### config.mk
export PLATFORM = sky130hd
export DESIGN_NAME = multi_keyword_response_matcher
export DESIGN_NICKNAME = d
export VERILOG_FILES = /design/src/rtl/mkrm_pkg.sv /design/src/rtl/mkrm_match.sv /design/src/rtl/multi_keyword_response_matcher.sv
export SDC_FILE = /design/constraint.sdc
export NUM_CORES = 1
export LEC_CHECK = 0
export BUFFER_PORTS_ARGS = -buffer_cell sky130_fd_sc_hd__buf_2
export CAP_MARGIN = 20
export CORE_MARGIN = 1
export CORE_UTILIZATION = 60
export DETAILED_ROUTE_END_ITERATION = 10
export PLACE_DENSITY = 0.81
export SYNTH_ARGS = -nofsm -noshare
export SYNTH_HDL_FRONTEND = slang
export SYNTH_SLANG_ARGS = --single-unit
export TNS_END_PERCENT = 5
### constraint.sdc
create_clock -name clk -period 11 [get_ports clk]
set_input_delay 0.55 -clock clk [delete_from_list [all_inputs] [get_ports clk]]
set_output_delay 0.55 -clock clk [all_outputs]
set_load 0.01 [all_outputs]
### src/rtl/mkrm_pkg.sv
`timescale 1ns / 1ps
`default_nettype none
// ----------------------------------------------------------------------------
// mkrm_pkg: shared types, constants and keyword table
// Transfer structs, mode and status codes, and the fixed keyword rows used by
// the response matcher.
// ----------------------------------------------------------------------------
package mkrm_pkg;

	localparam int NUM_KEYWORDS_DEF = 7;
	localparam int KEYWORD_LEN_DEF  = 20;
	localparam int POS_W            = 5;
	localparam int SHOWN_FLAGS      = 7;
	localparam int STATUS_KEYWORDS  = 4;

	localparam logic [7:0] NEWLINE_CHAR = 8'h0A;
	localparam logic [7:0] CR_CHAR      = 8'h0D;
	localparam logic [7:0] NUL_CHAR     = 8'h00;

	localparam logic MODE_BYTE  = 1'b0;
	localparam logic MODE_CLEAR = 1'b1;

	localparam logic [2:0] STATUS_NONE  = 3'd0;
	localparam logic [2:0] STATUS_OK    = 3'd1;
	localparam logic [2:0] STATUS_ERROR = 3'd2;
	localparam logic [2:0] STATUS_BUSY  = 3'd3;
	localparam logic [2:0] STATUS_FAIL  = 3'd4;

	typedef struct packed {
		logic       mode;
		logic [7:0] rx_char;
	} item_t;

	typedef struct packed {
		logic [SHOWN_FLAGS-1:0] found_flags;
		logic [2:0]             response_status;
	} result_t;

	// Character of a keyword row; NUL past the text or past the row length.
	function automatic logic [7:0] kw_char(input logic [3:0] row, input logic [POS_W-1:0] col,
			input logic [POS_W:0] klen);
		logic [95:0] txt;
		logic [3:0]  len;
		int          idx;
		txt = '0;
		len = '0;
		case (row)
			4'd0: begin
				txt = 96'({"OK", CR_CHAR, NEWLINE_CHAR});
				len = 4'd4;
			end
			4'd1: begin
				txt = 96'({"ERROR", CR_CHAR, NEWLINE_CHAR});
				len = 4'd7;
			end
			4'd2: begin
				txt = 96'({"BUSY", CR_CHAR, NEWLINE_CHAR});
				len = 4'd6;
			end
			4'd3: begin
				txt = 96'({"FAIL", CR_CHAR, NEWLINE_CHAR});
				len = 4'd6;
			end
			4'd4: begin
				txt = 96'({"CONNECTED", CR_CHAR, NEWLINE_CHAR});
				len = 4'd11;
			end
			4'd5: begin
				txt = 96'({"DISCONNECT", CR_CHAR, NEWLINE_CHAR});
				len = 4'd12;
			end
			4'd6: begin
				txt = 96'({"OK", CR_CHAR, NEWLINE_CHAR, "> "});
				len = 4'd6;
			end
			default: begin
				txt = '0;
				len = '0;
			end
		endcase
		if ({1'b0, col} < {2'b0, len} && {1'b0, col} < klen) begin
			idx = int'(len) - 1 - int'(col);
			return txt[8*idx +: 8];
		end
		return NUL_CHAR;
	endfunction

endpackage
`default_nettype wire

### src/rtl/mkrm_match.sv
`timescale 1ns / 1ps
`default_nettype none
// ----------------------------------------------------------------------------
// mkrm_match: keyword position and flag state with single-pass update
// Compares one byte against every keyword row in parallel, masks later rows
// behind the first that fires, and forms the flags and response status.
// ----------------------------------------------------------------------------
module mkrm_match #(
	parameter int NUM_KEYWORDS = mkrm_pkg::NUM_KEYWORDS_DEF,
	parameter int KEYWORD_LEN  = mkrm_pkg::KEYWORD_LEN_DEF
) (
	input  wire logic            clk,
	input  wire logic            arst_n,
	input  wire logic            step,
	input  wire mkrm_pkg::item_t item,
	output mkrm_pkg::result_t    result
);

	logic [mkrm_pkg::POS_W-1:0] pos_q [NUM_KEYWORDS];
	logic [mkrm_pkg::POS_W-1:0] pos_d [NUM_KEYWORDS];
	logic [NUM_KEYWORDS-1:0]    flag_q;
	logic [NUM_KEYWORDS-1:0]    flag_d;
	logic [NUM_KEYWORDS-1:0]    hit;
	logic [NUM_KEYWORDS-1:0]    match;
	logic [NUM_KEYWORDS-1:0]    blocked;
	logic [mkrm_pkg::POS_W-1:0] adv [NUM_KEYWORDS];

	localparam logic [mkrm_pkg::POS_W:0] KLEN = (mkrm_pkg::POS_W+1)'(KEYWORD_LEN);

	always_comb begin
		for (int k = 0; k < NUM_KEYWORDS; k++) begin
			match[k] = item.rx_char == mkrm_pkg::kw_char(4'(k), pos_q[k], KLEN);
			if ({1'b0, pos_q[k]} + 1'b1 < KLEN) begin
				adv[k] = pos_q[k] + 1'b1;
			end else begin
				adv[k] = pos_q[k];
			end
			hit[k] = match[k] &&
				mkrm_pkg::kw_char(4'(k), adv[k], KLEN) == mkrm_pkg::NEWLINE_CHAR;
		end
	end

	// Prefix mask: the first firing row stops the rows after it.
	always_comb begin
		blocked[0] = 1'b0;
		for (int k = 1; k < NUM_KEYWORDS; k++) begin
			blocked[k] = blocked[k-1] | hit[k-1];
		end
	end

	always_comb begin
		for (int k = 0; k < NUM_KEYWORDS; k++) begin
			pos_d[k]  = pos_q[k];
			flag_d[k] = flag_q[k];
			if (item.mode == mkrm_pkg::MODE_CLEAR) begin
				flag_d[k] = 1'b0;
			end else if (!blocked[k]) begin
				pos_d[k]  = match[k] ? adv[k] : '0;
				flag_d[k] = flag_q[k] | hit[k];
			end
		end
	end

	always_ff @(posedge clk or negedge arst_n) begin
		if (!arst_n) begin
			for (int k = 0; k < NUM_KEYWORDS; k++) begin
				pos_q[k] <= '0;
			end
			flag_q <= '0;
		end else if (step) begin
			for (int k = 0; k < NUM_KEYWORDS; k++) begin
				pos_q[k] <= pos_d[k];
			end
			flag_q <= flag_d;
		end
	end

	always_comb begin
		result.found_flags = '0;
		for (int k = 0; k < mkrm_pkg::SHOWN_FLAGS; k++) begin
			if (k < NUM_KEYWORDS) begin
				result.found_flags[k] = flag_d[k];
			end
		end
		if (result.found_flags[0] && NUM_KEYWORDS > 0) begin
			result.response_status = mkrm_pkg::STATUS_OK;
		end else if (result.found_flags[1] && NUM_KEYWORDS > 1) begin
			result.response_status = mkrm_pkg::STATUS_ERROR;
		end else if (result.found_flags[2] && NUM_KEYWORDS > 2) begin
			result.response_status = mkrm_pkg::STATUS_BUSY;
		end else if (result.found_flags[3] && NUM_KEYWORDS > 3) begin
			result.response_status = mkrm_pkg::STATUS_FAIL;
		end else begin
			result.response_status = mkrm_pkg::STATUS_NONE;
		end
	end

	a_clear_empties: assert property (@(posedge clk) disable iff (!arst_n)
		step && item.mode == mkrm_pkg::MODE_CLEAR |=> flag_q == '0)
		else $error("flags survive a clear");

	a_one_new_flag: assert property (@(posedge clk) disable iff (!arst_n)
		$countones(flag_d & ~flag_q) <= 1)
		else $error("more than one keyword fired on one byte");

	a_status_has_flag: assert property (@(posedge clk) disable iff (!arst_n)
		result.response_status != mkrm_pkg::STATUS_NONE |-> result.found_flags != '0)
		else $error("status without a found flag");

	a_idle_holds: assert property (@(posedge clk) disable iff (!arst_n)
		!step |=> flag_q == $past(flag_q))
		else $error("flags moved without a step");

endmodule
`default_nettype wire

### src/rtl/multi_keyword_response_matcher.sv
`timescale 1ns / 1ps
`default_nettype none
// ----------------------------------------------------------------------------
// multi_keyword_response_matcher: modem reply keyword watcher
// Tracks seven reply keywords in a received byte stream and reports sticky
// found flags with a prioritised response status for every transfer.
//
//   channel  direction  handshake                   payload
//   item     in         item_valid / item_stall     mode, rx_char
//   result   out        result_valid / result_stall found_flags, response_status
//
// One transfer in per cycle while item_stall is low, one result per item,
// through an input register, then a result register behind the keyword compare.
// The rate is set by the combinational parallel compare of all keyword rows.
// Reset clears positions, flags and both valid registers at once.
// A stalled result holds; the input register keeps taking transfers while
// the result register is free or being drained.
// ----------------------------------------------------------------------------
module multi_keyword_response_matcher #(
	parameter int NUM_KEYWORDS = mkrm_pkg::NUM_KEYWORDS_DEF,
	parameter int KEYWORD_LEN  = mkrm_pkg::KEYWORD_LEN_DEF
) (
	input  wire logic              clk,
	input  wire logic              arst_n,
	input  wire logic              item_valid,
	output logic                   item_stall,
	input  wire mkrm_pkg::item_t   item,
	output logic                   result_valid,
	input  wire logic              result_stall,
	output mkrm_pkg::result_t      result
);

	mkrm_pkg::item_t   item_s1;
	logic              valid_s1;
	mkrm_pkg::result_t result_q;
	logic              result_valid_q;
	mkrm_pkg::result_t next_result;
	logic              advance;
	logic              accept;

	assign advance    = valid_s1 && !(result_valid_q && result_stall);
	assign item_stall = valid_s1 && !advance;
	assign accept     = item_valid && !item_stall;

	always_ff @(posedge clk or negedge arst_n) begin
		if (!arst_n) begin
			valid_s1 <= 1'b0;
		end else if (accept) begin
			valid_s1 <= 1'b1;
		end else if (advance) begin
			valid_s1 <= 1'b0;
		end
	end

	always_ff @(posedge clk) begin
		if (accept) begin
			item_s1 <= item;
		end
	end

	mkrm_match #(
		.NUM_KEYWORDS(NUM_KEYWORDS),
		.KEYWORD_LEN (KEYWORD_LEN)
	) u_match (
		.clk   (clk),
		.arst_n(arst_n),
		.step  (advance),
		.item  (item_s1),
		.result(next_result)
	);

	always_ff @(posedge clk or negedge arst_n) begin
		if (!arst_n) begin
			result_valid_q <= 1'b0;
		end else if (advance) begin
			result_valid_q <= 1'b1;
		end else if (!result_stall) begin
			result_valid_q <= 1'b0;
		end
	end

	always_ff @(posedge clk) begin
		if (advance) begin
			result_q <= next_result;
		end
	end

	assign result_valid = result_valid_q;
	assign result       = result_q;

	a_stall_has_item: assert property (@(posedge clk) disable iff (!arst_n)
		item_stall |-> valid_s1 && result_valid_q)
		else $error("input stalled with nothing held");

	a_stage_held: assert property (@(posedge clk) disable iff (!arst_n)
		item_stall |=> valid_s1 && item_s1 == $past(item_s1))
		else $error("held input stage lost its transfer");

	a_advance_fills: assert property (@(posedge clk) disable iff (!arst_n)
		advance |=> result_valid_q)
		else $error("result register not loaded");

endmodule
`default_nettype wire

# After elaboration in Yosys (flattened, before gate mapping)
# Cells that the tools add are included.
[classes]
add_sub_neg = 28
n_mul = 0
div_mod_pow = 0
order_cmp = 35
n_eq_ne = 15
shifts = 14
mux = 76
bitwise = 19
n_reduce_logical = 37
[ops]
columns = ["operator", "n"]
rows = [
  ["variable part select 96 x 32 -> 8 bit (first input constant)", 14],
  ["two-way mux 8 bit", 28],
  ["less-than comparator 5 bit (second input constant)", 14],
  ["two-way mux 5 bit", 14],
  ["equality test 8 x 4 -> 1 bit (second input constant)", 7],
  ["equality test 8 bit", 7],
  ["less-than comparator 5 x 3 -> 1 bit (second input constant)", 10],
  ["subtractor 3 x 5 -> 6 bit (first input constant)", 8],
  ["adder 5 x 1 -> 6 bit (second input constant)", 7],
  ["less-than comparator 6 x 5 -> 1 bit (second input constant)", 7],
  ["adder 5 x 1 -> 5 bit (second input constant)", 7],
  ["two-way mux 1 bit", 31],
  ["logical AND 1 bit", 25],
  ["subtractor 4 x 5 -> 6 bit (first input constant)", 4],
  ["less-than comparator 5 x 4 -> 1 bit (second input constant)", 4],
  ["AND reduction 3 bit", 6],
  ["OR 1 bit", 12],
  ["subtractor 2 x 5 -> 6 bit (first input constant)", 2],
  ["inverter 1 bit", 7],
  ["two-way mux 2 bit", 2],
  ["logical NOT 1 bit", 3],
  ["two-way mux 3 bit", 1],
  ["OR reduction 3 bit", 1],
  ["inequality test 2 x 1 -> 1 bit (second input constant)", 1],
  ["2 further kinds", 2],
]
[totals]
regBits = 63
latch_bits = 0
ramBits = 0
mem_bits_ro = 0
input_bits = 13
output_inout_bits = 12
elab_cells = 239
n_memories = 0

# Longest topological paths before layout
[logic_depth]
word_depth = 16
depth_mapped = 19
mapped_depth_nobuf = 17

# Modules after synthesis
# Synthesis repeated with hierarchy kept, for this count alone.
[unflattened]
hier_cells = 803
hier_area_um2 = 6548.8
[modules_own_cells]
columns = ["mod", "n_inst", "cells_per_inst", "area_each_um2", "seq_area_each_um2"]
rows = [
  ["mkrm_match", 1, 776, 5885.6, 1051.0],
  ["multi_keyword_response_matcher", 1, 27, 663.1, 620.6],
]

# Least setup slack after synthesis
# OpenSTA, ideal clock, no wires.
[synth_path]
path_type = "register -> register"
startpoint = "reg u_match.pos_q[25] (netlist bit)"
endpoint = "reg u_match.pos_q[0] (netlist bit)"
setup_time_ps = 125
arrival_ps = 3788
required_ps = 10875
setup_slack_ps = 7087
path_stages_with_launch = 15
path_buffers = 3
period_less_slack_ps = 3913
path_cell_list = "dfrtp_1 > ha_1 > buf_2 > clkbuf_1 > o311ai_0 > nand2_1 > mux2_2 > ha_1 > or4b_2 > nor4_2 > or3_4 > buf_6 > or2_4 > nor2_1 > mux2_2"
[synth_via]
elab_chain_len = 16
elab_cells_between_ends = 30
cone_classes = "add/sub (4); order compare (5); eq/ne (2); shift (2); mux (7); bitwise (6); reduce/logical (4)"
[synth_rtl]
columns = ["item", "line", "source"]
rows = [
  ["start, declared", "mkrm_match.sv:19", "logic [mkrm_pkg::POS_W-1:0] pos_q [NUM_KEYWORDS];"],
  ["start signal, assigned by index", "mkrm_match.sv:72", "pos_q[k] <= pos_d[k];"],
  ["adder 5 x 1 -> 6 bit", "mkrm_match.sv:33", "if ({1'b0, pos_q[k]} + 1'b1 < KLEN) begin"],
  ["less-than comparator 6 x 5 -> 1 bit", "mkrm_match.sv:33", ""],
  ["two-way mux 5 bit", "mkrm_match.sv:33", ""],
  ["subtractor 3 x 5 -> 6 bit, or another cell as far along", "mkrm_pkg.sv:82", "idx = int'(len) - 1 - int'(col);"],
  ["variable part select 96 x 32 -> 8 bit or logical AND 1 bit (tied branches)", "mkrm_pkg.sv:83, mkrm_pkg.sv:81", ""],
  ["two-way mux 8 bit or two-way mux 1 bit (tied branches)", "mkrm_pkg.sv:81", "if ({1'b0, col} < {2'b0, len} && {1'b0, col} < klen) begin"],
  ["two-way mux 8 bit", "mkrm_pkg.sv:85", "return NUL_CHAR;"],
  ["equality test 8 x 4 -> 1 bit", "mkrm_match.sv:39", "mkrm_pkg::kw_char(4'(k), adv[k], KLEN) == mkrm_pkg::NEWLINE_CHAR;"],
  ["logical AND 1 bit (*)", "mkrm_match.sv:38", "hit[k] = match[k] &&"],
  ["OR 1 bit (*) (5 in series)", "mkrm_match.sv:47", "blocked[k] = blocked[k-1] | hit[k-1];"],
  ["inverter 1 bit (no source line) (*)", "-", ""],
  ["AND reduction 3 bit (no source line) (*)", "-", ""],
]
# Every way passes the cells marked *; elsewhere a longest branch is shown, timed or not. The select of a mux whose other input is x is not followed.
# A chain may end at the register's enable or synchronous reset.

# Final worst setup path
[layout_path]
startpoint = "reg u_match.pos_q[10] (netlist bit)"
endpoint = "reg u_match.pos_q[0] (netlist bit)"
[layout_via]
elab_chain_len = 13
elab_cells_between_ends = 27
cone_classes = "add/sub (4); order compare (5); eq/ne (2); shift (2); mux (7); bitwise (3); reduce/logical (4)"
[layout_rtl]
columns = ["item", "line"]
rows = [
  ["adder 5 x 1 -> 6 bit", "mkrm_match.sv:33"],
  ["less-than comparator 6 x 5 -> 1 bit", "mkrm_match.sv:33"],
  ["two-way mux 5 bit", "mkrm_match.sv:33"],
  ["subtractor 4 x 5 -> 6 bit, or another cell as far along", "mkrm_pkg.sv:82"],
  ["variable part select 96 x 32 -> 8 bit or logical AND 1 bit (tied branches)", "mkrm_pkg.sv:83, mkrm_pkg.sv:81"],
  ["two-way mux 8 bit or two-way mux 1 bit (tied branches)", "mkrm_pkg.sv:81"],
  ["two-way mux 8 bit", "mkrm_pkg.sv:85"],
  ["equality test 8 x 4 -> 1 bit", "mkrm_match.sv:39"],
  ["logical AND 1 bit (*)", "mkrm_match.sv:38"],
  ["OR 1 bit (*) (2 in series)", "mkrm_match.sv:47"],
  ["inverter 1 bit (no source line) (*)", "-"],
  ["AND reduction 3 bit (no source line) (*)", "-"],
]
# Marks and branches as above.

==> impl_metrics.py <==
metrics = {
    "power_and_ir_drop": {
        "netSwitchingFraction_pct": 25.4,
        "seq_power_share_pct": 48.3,
        "leakage_nw": 2.52,
        "power.share.clock_pct": 43.7,
        "cellInternalPower_mw": 0.398,
        "pwr-share-comb_pct": 8.0,
        "max-vdd-ir-drop_v": 0.000112,
        "p_per_area_nw_per_um2": 81.9,
        "power_switching_mw": 0.136,
    },
    "yosys": {
        "syn_area_um2": 6250,
        "synthFlopType": "dfrtp_1",
        "yosysUniqueCellTypes": 90,
        "syn-num-nets": 833,
        "avgSynthCellArea_um2": 7.85,
        "ys.warnings.count": 0,
        "ys_seq_area_share_pct": 26.7,
        "synth_edf_count": 19,
        "async_reset_ff_share_pct": 69.8,
        "synth_seq_cells": 63,
        "synthCells": 797,
    },
    "sta": {
        "fin_skew_ns": 0.0137,
        "layout_min_cycle_time_ns": 4.85,
        "relSlewSlack_pct": 38.8,
        "clock.fmax_mhz": 206,
        "worst_pin_slew_ns": 0.910,
        "setup_slack_ns": 6.15,
        "setup_viol": 0,
        "fin_crit_sh_pct": 44.1,
        "slew_viol_final": 0,
        "tns_ns": 0,
        "holdWs_ns": 0.0799,
        "final_hold_viol_count": 0,
        "rsz0062_at_grt": "false",
    },
    "worst_setup_path": {
        "path_max_fanout": 27,
        "crit_buf_inv": 1,
        "cp.arrival_ns": 5.08,
        "worstPathCellList": "ha_1 > a21bo_2 > a21bo_2 > a21oi_1 > mux2i_1 > inv_1 > ha_1 > mux2_2 > nor3_1 > a31oi_1 > a211o_1 > and4bb_2 > a21o_1 > nor2_1 > mux2_2",
        "crit_family": "compound AO/OA/AOI/OAI gates",
        "cpMaxStageDelayCell": "ha_1",
        "crit_required_ns": 11.23,
        "crit_path_start_kind": "flip-flop",
        "critPathMaxStageDelay_ns": 0.79,
        "end_kind": "flip-flop",
        "critPathKind": "reg -> reg",
    },
    "floorplanning": {
        "fp.dieH_um": 104,
        "num_io_pins": 25,
        "core_um2": 9950,
        "initial_core_util_pct": 62.8,
        "dieArea_um2": 10800,
        "placementRows": 36,
        "die_w_um": 104,
    },
    "place": {
        "place.gp.congestion": 0.864,
        "dp_slack_ns": 6.23,
        "io_buffers": 24,
        "post-dp-hpwl_um": 10800,
    },
    "drt": {
        "wl_met3_um": 927,
        "drc": 0,
        "wl_per_cell_um": 17.2,
        "topRoutingLayerUsed": "met4",
        "num_vias": 6059,
        "drt_iter0_markers": 535,
        "routedLengthMet1_um": 6700,
        "first_pass_iters": 7,
        "drtAntennaViolNets": 0,
        "vias_per_cell": 6.70,
        "wl_met2_um": 7670,
        "wirelength_um": 15600,
    },
    "cells_and_area": {
        "antenna_cells": 0,
        "syn2layout_area_growth_pct": 4.12,
        "drive_above_1_share_pct": 10.4,
        "fin_nets": 803,
        "layout_common_cells": "o21ai_0, nand2_1, nor2_1, dfrtp_1, a21oi_1",
        "layout_commonest_cell": "o21ai_0",
    },
    "clock_tree": {
        "clock_latency_ns": 0.35,
        "ctsResizeCount": 0,
        "cts_num_sinks": 63,
        "cts_hold_buf": 0,
        "cts_root_buffer": "clkbuf_8",
        "clockBufferDepth": 2,
        "cts_setup_buffers": 0,
        "cts_made_buffers": 9,
        "clk_pin_slew_ns": 0.07,
        "htreeDepth": 3,
        "cts_tree": "yes",
    },
    "job": {
        "maxCapViolations": 0,
    },
    "grt": {
        "first_global_vias": 5508,
        "grt_pass1_wl_um": 25700,
        "grt_start_max_net_pins": 45,
        "antenna_found_initial": 0,
        "overflow": 0,
        "grt_use_total_pct": 28.8,
    },
    "run_status": {
        "status": "completed",
    },
    "hold_path": {
        "min_path_type": "in -> async",
    },
}
[worst reg2reg max path: cells and delay by family, from the launching register on]
kind | cells | cell delay (ns)
AO/OA/AOI/OAI | 6 | 1.43
adder cells (fa/ha/maj) | 2 | 1.06
buffers and inverters | 1 | 0.07
flip-flops | 1 | 0.70
multiplexers | 3 | 0.91
AND/OR/NAND/NOR | 3 | 0.56
[routing by layer]
| metal | vias up | global-route usage [%] |
|---|---|---|
| li1 | 2903 | - |
| met1 | 2890 | 37.7 |
| met2 | 239 | 48.6 |
| met3 | 27 | 4.26 |
| met4 | 0 | 9.49 |
| met5 | - | 0 |
[registers in the layout, summed over array words and instances, names as in the netlist]
signal	flops
item_s1	9
result	10
result_valid	1
u_match.flag_q	7
u_match.pos_q	35
valid_s1	1
[logic make-up (layout without fill, tap and decap cells)]
logic type | count (synthesis) | after routing | share of synthesized area (%)
compound gates | 246 | 246 | 26.3
xor+xnor | 28 | 28 | 3.92
fa+ha+maj | 23 | 23 | 4.60
buf+inv | 95 | 70 | 6.14
flops | 63 | 63 | 26.7
mux | 17 | 17 | 2.88
simple gates | 325 | 325 | 29.4
[cells in the mapped netlist (all sizes together) (6+ instances only)]
cell type / instances / area share [%]
o21ai: 73 / 5.8
nand2: 69 / 4.1
clkbuf: 56 / 3.4
nor2: 52 / 3.1
dfrtp: 44 / 18
a21oi: 43 / 3.4
nand3: 29 / 2.3
inv: 26 / 1.6
nand2b: 26 / 2.6
ha: 23 / 4.6
nor2b: 22 / 2.2
nor3: 22 / 2.0
xnor2: 21 / 2.9
edfxtp: 19 / 9.1
o31ai: 13 / 1.6
a31oi: 12 / 1.2
nand3b: 12 / 1.4
or2: 12 / 1.2
a211oi: 11 / 1.4
buf: 11 / 1.1
nor4: 11 / 1.4
nor3b: 10 / 1.2
and2: 9 / 0.90
mux2i: 9 / 1.4
o22ai: 9 / 0.90
mux2: 8 / 1.4
or3: 8 / 0.88
xor2: 7 / 0.98
a21o: 6 / 0.72
nand4: 6 / 0.60
nor4b: 6 / 0.84
[power groups by stage]
| stage | Clock (mW) | Sequential, mW | Combinational [mW] |
|---|---|---|---|
| finish | 0.233 | 0.258 | 0.0424 |
| global route | 0.243 | 0.259 | 0.0468 |
| CTS | 0.236 | 0.257 | 0.0417 |
| detailed placement | 0 | 0.262 | 0.0414 |
| global placement | 0 | 0.262 | 0.0404 |
| floorplan | 0 | 0.256 | 0.0308 |
[final cells by class]
class | instances | area, um^2
multi-input combinational | 639 | 4200
tap | 133 | 166
timing repair buffer | 26 | 148
clock inverter | 5 | 81.3
inverter | 28 | 105
sequential | 63 | 1670
fill | 821 | 3440
clock buffer | 11 | 141
[metrics by stage]
stage	util [%]	instance area [um^2]	total power [mW]	cells
floorplan	-	6250	0.286	797
global placement	63.0	6270	0.302	888
detailed placement	63.0	6270	0.304	888
CTS	65.2	6490	0.535	904
global route	65.4	6510	0.548	905
finish	65.4	6510	0.533	905
[path summary, 6_finish.rpt]
kind | from | slack (ns) | endpoint | depth (start not counted)
setup / recovery | u_match.pos_q[10] | 6.15 | u_match.pos_q[0] | 15
min in group clk | item[3] | 0.37 | item_s1[3] | 1
setup reg to reg | u_match.pos_q[10] | 6.15 | u_match.pos_q[0] | 15
hold / removal | arst_n | 0.08 | u_match.pos_q[24] | 1
max in group asynchronous | arst_n | 10.42 | u_match.pos_q[12] | 2
hold reg to reg | valid_s1 | 0.50 | result_valid | 1
(Power assumes the default switching activity.)
